===== src/hdl/adll_pkg.sv =====
// Package for the array doubly linked list manager.
// Holds sizes, opcodes, status codes and the control struct; no dependencies.
package adll_pkg;
    localparam int Capacity = 16;
    localparam int SlotBits = 4;               // slot index width
    localparam int LinkBits = SlotBits + 1;    // link with null code
    localparam int KeyBits  = 32;
    localparam int CountBits = 5;
    localparam logic [LinkBits-1:0] Nil = LinkBits'(Capacity);

    localparam logic [2:0] OP_APPEND = 3'd0;
    localparam logic [2:0] OP_INS_BEFORE = 3'd1;
    localparam logic [2:0] OP_INS_AFTER = 3'd2;
    localparam logic [2:0] OP_DELETE = 3'd3;
    localparam logic [2:0] OP_FIND = 3'd4;
    localparam logic [2:0] OP_READ = 3'd5;
    localparam logic [2:0] OP_HEAD = 3'd6;

    localparam logic [1:0] ST_OK = 2'd0;
    localparam logic [1:0] ST_FULL = 2'd1;
    localparam logic [1:0] ST_MISS = 2'd2;
    localparam logic [1:0] ST_BADPOS = 2'd3;

    // Memory write request from the sequencer to the slot store.
    typedef struct packed {
        logic                key_we;
        logic                next_we;
        logic                prev_we;
        logic [SlotBits-1:0] addr;
        logic [KeyBits-1:0]  key;
        logic [LinkBits-1:0] next;
        logic [LinkBits-1:0] prev;
    } t_wr;
endpackage


===== src/hdl/array_doubly_linked_list_manager_unit.sv =====
// Array doubly linked list manager: top level with the request sequencer.
// Depends on adll_pkg and adll_store.
// One request at a time. Reads, unused opcodes and failures at dispatch finish in S_RD; head
// reads its slot in S_SHOW/S_SHOWD; appends and inserts pass S_POS, S_FREE, S_W1-S_W3 and the
// show states; find walks the list, one slot-store read per step (at most 16), and delete adds
// S_W1-S_W3. The next request is taken once the result is registered; a result still waiting holds S_OUT.
// Reset: synchronous active low; list empty, free list is slots 0 to 15, no result valid.
module array_doubly_linked_list_manager_unit (
    input  logic        i_clk,
    input  logic        i_rst_n,
    input  logic        s_axis_tvalid,
    output logic        s_axis_tready,
    input  logic [39:0] s_axis_tdata,  // opcode[2:0], key[34:3], position[38:35]
    output logic        m_axis_tvalid,
    input  logic        m_axis_tready,
    output logic [55:0] m_axis_tdata   // status, slot, found_key, next_slot,
                                       // has_next, prev_slot, has_prev, entry_count
);
    import adll_pkg::*;

    localparam logic [3:0] S_IDLE = 4'd0, S_RD = 4'd1, S_WALK = 4'd2,
        S_FREE = 4'd3, S_POS = 4'd4, S_W1 = 4'd5, S_W2 = 4'd6, S_W3 = 4'd7,
        S_SHOW = 4'd8, S_SHOWD = 4'd9, S_OUT = 4'd10;

    logic [3:0]          r_state;
    logic [2:0]          r_op;
    logic [KeyBits-1:0]  r_key;
    logic [SlotBits-1:0] r_pos;
    logic [LinkBits-1:0] r_head, r_tail, r_free, r_s, r_n, r_p, r_cur;
    logic [CountBits-1:0] r_count;
    logic [CountBits-1:0] r_steps;
    logic [Capacity-1:0] r_used;
    logic [55:0]         r_out;
    logic [55:0]         r_mdata;
    logic                r_ovld;
    logic [SlotBits-1:0] n_raddr;
    t_wr                 n_wr;
    logic [KeyBits-1:0]  m_key;
    logic [LinkBits-1:0] m_next, m_prev;

    adll_store u_store (
        .i_clk(i_clk), .i_rst_n(i_rst_n), .i_raddr(n_raddr), .i_wr(n_wr),
        .o_key(m_key), .o_next(m_next), .o_prev(m_prev)
    );

    assign s_axis_tready = (r_state == S_IDLE);
    assign m_axis_tvalid = r_ovld;
    assign m_axis_tdata  = r_mdata;

    function automatic logic [55:0] pack(logic [1:0] st, logic [LinkBits-1:0] s,
        logic [KeyBits-1:0] k, logic [LinkBits-1:0] n, logic [LinkBits-1:0] p,
        logic [CountBits-1:0] c, logic show);
        logic [55:0] v;
        v = '0;
        v[1:0] = st;
        if (show) begin
            v[5:2]  = s[SlotBits-1:0];
            v[37:6] = k;
            if (n != Nil) begin v[41:38] = n[SlotBits-1:0]; v[42] = 1'b1; end
            if (p != Nil) begin v[46:43] = p[SlotBits-1:0]; v[47] = 1'b1; end
        end
        v[52:48] = c;
        return v;
    endfunction

    // Read address for the cycle; data returns next cycle.
    always_comb begin
        n_raddr = r_cur[SlotBits-1:0];
        n_wr = '0;
        unique case (r_state) inside
            S_IDLE: n_raddr = s_axis_tdata[38:35];
            S_WALK: n_raddr = m_next[SlotBits-1:0];
            S_SHOW, S_SHOWD: n_raddr = r_s[SlotBits-1:0];
            default: n_raddr = r_cur[SlotBits-1:0];
        endcase
        case (r_state)
            S_W1: begin
                // Write the new or removed slot.
                n_wr.addr = r_s[SlotBits-1:0];
                if (r_op == OP_DELETE) begin
                    n_wr.next_we = 1'b1; n_wr.next = r_free;
                end else begin
                    n_wr.key_we = 1'b1; n_wr.next_we = 1'b1; n_wr.prev_we = 1'b1;
                    n_wr.key = r_key; n_wr.next = r_n; n_wr.prev = r_p;
                end
            end
            S_W2: if (r_p != Nil) begin
                n_wr.addr = r_p[SlotBits-1:0]; n_wr.next_we = 1'b1;
                n_wr.next = (r_op == OP_DELETE) ? r_n : r_s;
            end
            S_W3: if (r_n != Nil) begin
                n_wr.addr = r_n[SlotBits-1:0]; n_wr.prev_we = 1'b1;
                n_wr.prev = (r_op == OP_DELETE) ? r_p : r_s;
            end
            default: ;
        endcase
    end

    always_ff @(posedge i_clk) begin
        if (!i_rst_n) begin
            r_state <= S_IDLE; r_ovld <= 1'b0; r_head <= Nil; r_tail <= Nil;
            r_free <= '0; r_count <= '0; r_used <= '0;
        end else begin
            if (r_state == S_OUT && !r_ovld) r_ovld <= 1'b1;
            else if (r_ovld && m_axis_tready) r_ovld <= 1'b0;
            unique case (r_state)
                S_IDLE: if (s_axis_tvalid) begin
                    r_op  <= s_axis_tdata[2:0];
                    r_key <= s_axis_tdata[34:3];
                    r_pos <= s_axis_tdata[38:35];
                    r_cur <= r_head;
                    r_steps <= '0;
                    r_state <= S_RD;
                end
                S_RD: begin
                    // Dispatch; the position slot's read data is valid now.
                    r_state <= S_OUT;
                    case (r_op) inside
                        OP_APPEND: if (r_free == Nil)
                            r_out <= pack(ST_FULL, '0, '0, Nil, Nil, r_count, 1'b0);
                        else begin
                            r_s <= r_free; r_n <= Nil; r_p <= r_tail;
                            r_cur <= r_free; r_state <= S_POS;
                        end
                        OP_INS_BEFORE, OP_INS_AFTER: if (!r_used[r_pos])
                            r_out <= pack(ST_BADPOS, '0, '0, Nil, Nil, r_count, 1'b0);
                        else if (r_free == Nil)
                            r_out <= pack(ST_FULL, '0, '0, Nil, Nil, r_count, 1'b0);
                        else begin
                            r_s <= r_free;
                            if (r_op == OP_INS_BEFORE) begin
                                r_n <= {1'b0, r_pos}; r_p <= m_prev;
                            end else begin
                                r_p <= {1'b0, r_pos}; r_n <= m_next;
                            end
                            r_cur <= r_free; r_state <= S_POS;
                        end
                        OP_DELETE, OP_FIND: if (r_head == Nil)
                            r_out <= pack(ST_MISS, '0, '0, Nil, Nil, r_count, 1'b0);
                        else r_state <= S_POS;
                        OP_READ: if (!r_used[r_pos])
                            r_out <= pack(ST_BADPOS, '0, '0, Nil, Nil, r_count, 1'b0);
                        else r_out <= pack(ST_OK, {1'b0, r_pos}, m_key, m_next,
                            m_prev, r_count, 1'b1);
                        OP_HEAD: if (r_head == Nil)
                            r_out <= pack(ST_MISS, '0, '0, Nil, Nil, r_count, 1'b0);
                        else begin r_s <= r_head; r_state <= S_SHOW; end
                        default: r_out <= pack(ST_OK, '0, '0, Nil, Nil, r_count, 1'b0);
                    endcase
                end
                S_POS: begin
                    // Appends and inserts: wait for free slot read. Search: head read lands.
                    if (r_op == OP_DELETE || r_op == OP_FIND) r_state <= S_WALK;
                    else r_state <= S_FREE;
                end
                S_WALK: begin
                    // m_* hold the slot r_cur.
                    if (m_key == r_key) begin
                        r_s <= r_cur; r_n <= m_next; r_p <= m_prev;
                        if (r_op == OP_FIND) begin
                            r_out <= pack(ST_OK, r_cur, m_key, m_next, m_prev,
                                r_count, 1'b1);
                            r_state <= S_OUT;
                        end else begin
                            r_out <= pack(ST_OK, r_cur, m_key, m_next, m_prev,
                                r_count - CountBits'(1), 1'b1);
                            r_state <= S_W1;
                        end
                    end else if (m_next == Nil || r_steps == CountBits'(Capacity - 1)) begin
                        r_out <= pack(ST_MISS, '0, '0, Nil, Nil, r_count, 1'b0);
                        r_state <= S_OUT;
                    end else begin
                        r_cur <= m_next; r_steps <= r_steps + CountBits'(1);
                    end
                end
                S_FREE: begin
                    // Free slot's next link gives the new free head.
                    r_free <= m_next;
                    r_used[r_s[SlotBits-1:0]] <= 1'b1;
                    r_count <= r_count + CountBits'(1);
                    if (r_p == Nil) r_head <= r_s;
                    if (r_n == Nil) r_tail <= r_s;
                    r_state <= S_W1;
                end
                S_W1: begin
                    if (r_op == OP_DELETE) begin
                        r_free <= r_s; r_used[r_s[SlotBits-1:0]] <= 1'b0;
                        r_count <= r_count - CountBits'(1);
                        if (r_p == Nil) r_head <= r_n;
                        if (r_n == Nil) r_tail <= r_p;
                    end
                    r_state <= S_W2;
                end
                S_W2: r_state <= S_W3;
                S_W3: r_state <= (r_op == OP_DELETE) ? S_OUT : S_SHOW;
                S_SHOW: r_state <= S_SHOWD;
                S_SHOWD: begin
                    r_out <= pack(ST_OK, r_s, m_key, m_next, m_prev, r_count, 1'b1);
                    r_state <= S_OUT;
                end
                // The result moves to the output register once the previous beat is gone.
                S_OUT: if (!r_ovld) begin
                    r_mdata <= r_out; r_state <= S_IDLE;
                end
                default: r_state <= S_IDLE;
            endcase
        end
    end

    assert property (@(posedge i_clk) disable iff (!i_rst_n)
        r_count <= CountBits'(Capacity))
        else $error("entry count beyond capacity");
    assert property (@(posedge i_clk) disable iff (!i_rst_n)
        (r_head == Nil) == (r_count == '0))
        else $error("head and count disagree");
    assert property (@(posedge i_clk) disable iff (!i_rst_n)
        (r_free == Nil) |-> (r_count == CountBits'(Capacity)))
        else $error("free list empty while slots remain");
    assert property (@(posedge i_clk) disable iff (!i_rst_n)
        (r_ovld && !m_axis_tready) |=> r_ovld)
        else $error("result dropped");
endmodule


===== src/hdl/adll_store.sv =====
// Slot store: key, next and prev memories with registered read.
// Depends on adll_pkg. Next links reset to a chain by a valid-bit overlay.
module adll_store (
    input  logic                      i_clk,
    input  logic                      i_rst_n,
    input  logic [adll_pkg::SlotBits-1:0] i_raddr,
    input  adll_pkg::t_wr             i_wr,
    output logic [adll_pkg::KeyBits-1:0]  o_key,
    output logic [adll_pkg::LinkBits-1:0] o_next,
    output logic [adll_pkg::LinkBits-1:0] o_prev
);
    import adll_pkg::*;

    logic [KeyBits-1:0]  r_key_mem  [Capacity];
    logic [LinkBits-1:0] r_next_mem [Capacity];
    logic [LinkBits-1:0] r_prev_mem [Capacity];
    logic [Capacity-1:0] r_next_vld;
    logic                r_rd_vld;
    logic [SlotBits-1:0] r_raddr;
    logic [LinkBits-1:0] r_next_raw;

    always_ff @(posedge i_clk) begin
        if (i_wr.key_we)  r_key_mem[i_wr.addr]  <= i_wr.key;
        if (i_wr.next_we) r_next_mem[i_wr.addr] <= i_wr.next;
        if (i_wr.prev_we) r_prev_mem[i_wr.addr] <= i_wr.prev;
        o_key      <= r_key_mem[i_raddr];
        r_next_raw <= r_next_mem[i_raddr];
        o_prev     <= r_prev_mem[i_raddr];
        r_raddr    <= i_raddr;
    end

    always_ff @(posedge i_clk) begin
        if (!i_rst_n) begin
            r_next_vld <= '0;
            r_rd_vld   <= 1'b0;
        end else begin
            if (i_wr.next_we) r_next_vld[i_wr.addr] <= 1'b1;
            r_rd_vld <= r_next_vld[i_raddr];
        end
    end

    // An unwritten next link reads as its reset value, the following slot.
    assign o_next = r_rd_vld ? r_next_raw : LinkBits'(r_raddr) + LinkBits'(1);
endmodule


===== config.mk =====
export PLATFORM = sky130hd
export DESIGN_NAME = array_doubly_linked_list_manager_unit
export DESIGN_NICKNAME = d
export VERILOG_FILES = /design/src/hdl/adll_pkg.sv /design/src/hdl/array_doubly_linked_list_manager_unit.sv /design/src/hdl/adll_store.sv
export SDC_FILE = /design/constraint.sdc
export NUM_CORES = 1
export LEC_CHECK = 0
export ABC_AREA = 1
export BUFFER_PORTS_ARGS = -buffer_cell sky130_fd_sc_hd__buf_4
export CAP_MARGIN = 30
export CORE_MARGIN = 8
export CORE_UTILIZATION = 50
export DETAILED_ROUTE_END_ITERATION = 7
export HOLD_SLACK_MARGIN = 0.08
export MAX_ROUTING_LAYER = met4
export PLACE_DENSITY = 0.66
export REMOVE_ABC_BUFFERS = 1
export SYNTH_ARGS = -nofsm -noshare
export SYNTH_HDL_FRONTEND = slang
export SYNTH_HIERARCHICAL = 1
export SYNTH_SLANG_ARGS = --single-unit

===== constraint.sdc =====
create_clock -name i_clk -period 9 [get_ports i_clk]
set_input_delay 0.9 -clock i_clk [delete_from_list [all_inputs] [get_ports i_clk]]
set_output_delay 0.9 -clock i_clk [all_outputs]
set_load 0.02 [all_outputs]

==> out/qor.csv <==
stage,metric,value,unit
worst_setup_path,critical-path-max-stage-delay,0.95,ns
sta,period_needed,4.558,ns
floorplanning,die-height,296.0,um
sta,finalHoldViolCount,0,
power,clock_network_fraction_of_total_power,0.281,
cells_and_area,post-route-cell-area,44310,um2
power,finalPower,0.01485,W
cells_and_area,register_area,27550,um2
sta,max_slew.worst_pin.slew,1.043,ns
clock_tree,cts.repair.resized,0,
worst_setup_path,cell_chain_of_the_critical_path,nor2_1 > inv_1 > nor2_1 > inv_1 > nand2_1 > inv_1 > nand2_1 > o2111ai_4 > buf_4 > buf_12 > buf_4 > o21ai_0 > o211ai_1 > nand3_1 > nand2_1,
floorplanning,rows,102,
sta,fmaxAchievable,219.4,MHz
floorplanning,die_area,87600,um2
worst_setup_path,crit_path_end_kind,register,
sta,clock_skew,0.04282,ns
power,combPwrFrac,0.358,
sta,grt_setup_unrepaired,false,
clock_tree,worst_skew_pair.late_latency,0.66,ns
routing,post_drt_via_cell_ratio,5.769,
worst_setup_path,cp-start-kind,register,
grt,grt_start_max_net_pins,204,
power,total_leakage_power,14.82,nW
worst_setup_path,worst-setup-path-type,reg -> reg,
clock_tree,tritoncts_clock_tree,done,
clock_tree,cts.sinks,952,
sta,number_of_setup_violations_in_the_final_report,0,
routing,detail-route-antenna-nets,0,
grt,number_of_antenna_violations_at_the_first_check_in_global_routing,0,
min_path,min_from,s_axis_tdata[12],
placed_design,placedCellCount,4379,
job,max_cap_violations,0,
clock_tree,cts_setup_buffers,0,
grt,grt_pass1_vias,24780,
placed_design,place_hpwl,56450,um
synthesis,syn_inst,3376,
worst_setup_path,critical_path.slowest_cell,sky130_fd_sc_hd__buf_4,
cells_and_area,fin_cells,4562,
grt,grtUsageTotal,0.2384,
placed_design,placedInstanceArea,40910,um2
routing,firstDrtPassIters,5,
worst_setup_path,timing.reg2reg.setup_slack,4.44,ns
clock_tree,ctsLongestPathBuffers,3,
synthesis,synth_top_flop_cell,sky130_fd_sc_hd__edfxtp_1,
synthesis,synthArstFlopShare,0,
synthesis,post_synth_num_cell_types,52,
clock_tree,cts.reportedPaths.clkPinSlew,0.06,ns
grt,grt_pass1_wl,153700,um
routing,post-route-drc-count,0,
synthesis,synth.yosys.warnings,6,
clock_tree,cts_max_level,3,
sta,tns,0,ns
floorplanning,placeable_core_area,77590,um2
routing,via_count,26317,
sta,finalCritPeriodShare,0.5064,
cells_and_area,n_fill_cell,6418,
placed_design,port_buffers,100,
cells_and_area,syn2layout_area_growth,13.05,%
sta,final-max-slew-violation-count,0,
power,p_sw,0.005748,W
worst_setup_path,cp_max_fo,203,
synthesis,syn-mean-instance-area,11.61,um2
worst_setup_path,rr_startpoint,r_state[2],
synthesis,synth.most_common_cell,sky130_fd_sc_hd__edfxtp_1,
clock_tree,holdBufCountCts,0,
cells_and_area,final_layout_size_suffix_gt1_frac,0.1085,
placed_design,place_congestion,0.9536,
floorplanning,die_width,296.0,um
power,ir_worst_vdd,0.0003540,V
power,internal-power,0.009104,W
synthesis,synth_commonest_cells,"848 x sky130_fd_sc_hd__edfxtp_1, 529 x sky130_fd_sc_hd__nor2_1, 372 x sky130_fd_sc_hd__o21ai_0",
min_path,worstHoldPathCells,1,
synthesis,synth_area,39190,um2
worst_setup_path,worstPathArrival,5.15,ns
clock_tree,ctsRootBufferMaster,sky130_fd_sc_hd__clkbuf_16,
sta,slew_headroom,0.3031,
worst_setup_path,worst_r2r_path_depth,15,
status,status,finished clean,
clock_tree,cts-buffers-inserted,96,
cells_and_area,number_of_nets_at_the_end_of_the_flow,3488,
power,seqPwrFrac,0.361,
synthesis,synth_enable_flop_cells,848,
floorplanning,start_util,0.5051,
power,power.switching_fraction,0.3870,
min_path,worst_hold_path_type,in -> reg,
synthesis,netlist.top_cell.by_area,sky130_fd_sc_hd__edfxtp_1,
routing,drt-initial-drc-count,2815,
power,power_density_over_the_cells,335.2,nW/um2
worst_setup_path,worstReg2RegEnd,u_store/o_key[25],
worst_setup_path,critPathRequiredTime,9.59,ns
routing,detail_route.wl_per_cell,22.56,um
floorplanning,ios,102,
routing,routed_wl,102900,um
cells_and_area,diodes,0,
min_path,holdPathEnd,r_key[9],
synthesis,yosysTopAreaCellShare,0.6497,
synthesis,synth.yosys.seq_area_share,0.7029,
synthesis,synth_top_cells_by_area,"sky130_fd_sc_hd__edfxtp_1 65%, sky130_fd_sc_hd__dfxtp_1 5.3%, sky130_fd_sc_hd__nor2_1 5.1%",
cells_and_area,multiInputGateArea,9714,um2
synthesis,number_of_synthesized_register_bits,952,
grt,grt_overflow_total,0,
==> cells by family (layout without fill, tap and decap cells) <==
| logic type | Yosys count | in the layout | synth area share |
|---|---|---|---|
| simple gates | 1049 | 1049 | 0.1100 |
| flops | 952 | 952 | 0.7029 |
| compound gates | 857 | 857 | 0.1269 |
| buf+inv | 498 | 644 | 0.05533 |
| xor+xnor | 15 | 15 | 0.003352 |
| fa+ha+maj | 5 | 5 | 0.001596 |
==> sequential cells by signal (all words and copies together), names as in the netlist, 16 cells and up, named ones only <==
name                cells
u_store/r_key_mem     512
r_out                  56
u_store/r_prev_mem     80
u_store/r_next_vld     16
u_store/r_next_mem     80
u_store/o_key          32
r_key                  32
m_axis_tdata           56
==> placed cells by master (no fill, tap or decap), types with 4 or more instances in the layout <==
cell type / netlist / layout
sky130_fd_sc_hd__or2_2: 4 / 4
sky130_fd_sc_hd__o211ai_1: 193 / 193
sky130_fd_sc_hd__ha_1: 5 / 5
sky130_fd_sc_hd__clkinv_2: 0 / 21
sky130_fd_sc_hd__o21ai_0: 372 / 372
sky130_fd_sc_hd__inv_1: 289 / 287
sky130_fd_sc_hd__clkbuf_1: 94 / 20
sky130_fd_sc_hd__xor2_1: 4 / 4
sky130_fd_sc_hd__nor2_4: 4 / 22
sky130_fd_sc_hd__nand2_1: 305 / 305
sky130_fd_sc_hd__nor2_2: 5 / 5
sky130_fd_sc_hd__buf_4: 11 / 148
sky130_fd_sc_hd__nand3_1: 167 / 166
sky130_fd_sc_hd__nor3_1: 11 / 11
sky130_fd_sc_hd__edfxtp_1: 848 / 848
sky130_fd_sc_hd__clkinv_1: 6 / 13
sky130_fd_sc_hd__a211oi_1: 7 / 7
sky130_fd_sc_hd__nor2_1: 529 / 511
sky130_fd_sc_hd__nand4_1: 7 / 7
sky130_fd_sc_hd__clkbuf_16: 0 / 98
sky130_fd_sc_hd__bufinv_16: 0 / 12
sky130_fd_sc_hd__a21oi_1: 150 / 150
sky130_fd_sc_hd__o21ai_1: 67 / 67
sky130_fd_sc_hd__clkbuf_8: 0 / 15
sky130_fd_sc_hd__inv_2: 15 / 16
sky130_fd_sc_hd__o22ai_1: 24 / 24
sky130_fd_sc_hd__o21ai_2: 7 / 7
sky130_fd_sc_hd__o2111ai_4: 0 / 4
sky130_fd_sc_hd__xnor2_1: 11 / 11
sky130_fd_sc_hd__dfxtp_1: 104 / 104
sky130_fd_sc_hd__o221ai_1: 11 / 11
sky130_fd_sc_hd__a31oi_1: 10 / 10
==> worst max-delay path by stage <==
stage	startpoint	slack (ns)	endpoint
global route	r_state[3]	4.11	u_store/o_key[27]
detailed placement	u_store/r_rd_vld	4.57	u_store/o_key[16]
floorplan	r_state[3]	-21.07	u_store/o_key[23]
finish	r_state[2]	4.44	u_store/o_key[25]
global placement	r_state[3]	4.64	u_store/o_key[16]
CTS	r_state[3]	4.56	u_store/o_key[16]
==> critical path: cells and delay by family, from the launching register on <==
family | cells | cell delay, ns
buffers and inverters | 6 | 2.74
AO/OA/AOI/OAI | 3 | 0.59
AND/OR/NAND/NOR | 6 | 0.55
flip-flops | 1 | 0.36
==> final cells by class <==
| class | instances | share of cell area |
|---|---|---|
| inverter | 310 | 0.02646 |
| sequential | 952 | 0.6217 |
| tap | 1040 | 0.02937 |
| timing repair buffer | 153 | 0.02717 |
| clock buffer | 133 | 0.06170 |
| clock inverter | 48 | 0.01435 |
| multi-input combinational | 1926 | 0.2192 |
==> per-stage QoR <==
stage / hold WS (ns) / util / setup WS, ns
after CTS: 0.3837 / 0.5707 / 4.564
final: 0.4159 / 0.5710 / 4.442
after global placement: 0.4309 / 0.5268 / 4.645
after global routing: 0.3885 / 0.5710 / 4.108
after detailed placement: 0.4332 / 0.5272 / 4.573
after floorplan: 0.4238 / - / -21.07
==> power by group through the flow <==
stage / Combinational (W) / Sequential, W / Clock (W)
floorplan: 0.00341 / 0.00537 / 0
global placement: 0.00515 / 0.00544 / 0
detailed placement: 0.00524 / 0.00544 / 0
CTS: 0.00527 / 0.00536 / 0.00422
global route: 0.00589 / 0.00538 / 0.00440
finish: 0.00532 / 0.00536 / 0.00417
==> layer usage <==
| metal | part of all wire | up-vias | wire [um] | track usage |
|---|---|---|---|---|
| met5 | 0 | - | 0 | - |
| met3 | 0.069 | 200 | 7059 | 0.03106 |
| met2 | 0.48 | 1068 | 49070 | 0.3835 |
| met1 | 0.42 | 12948 | 43630 | 0.3179 |
| li1 | - | 12101 | - | - |
| met4 | 0.031 | 0 | 3147 | 0.07266 |
(Power assumes the default switching activity.)
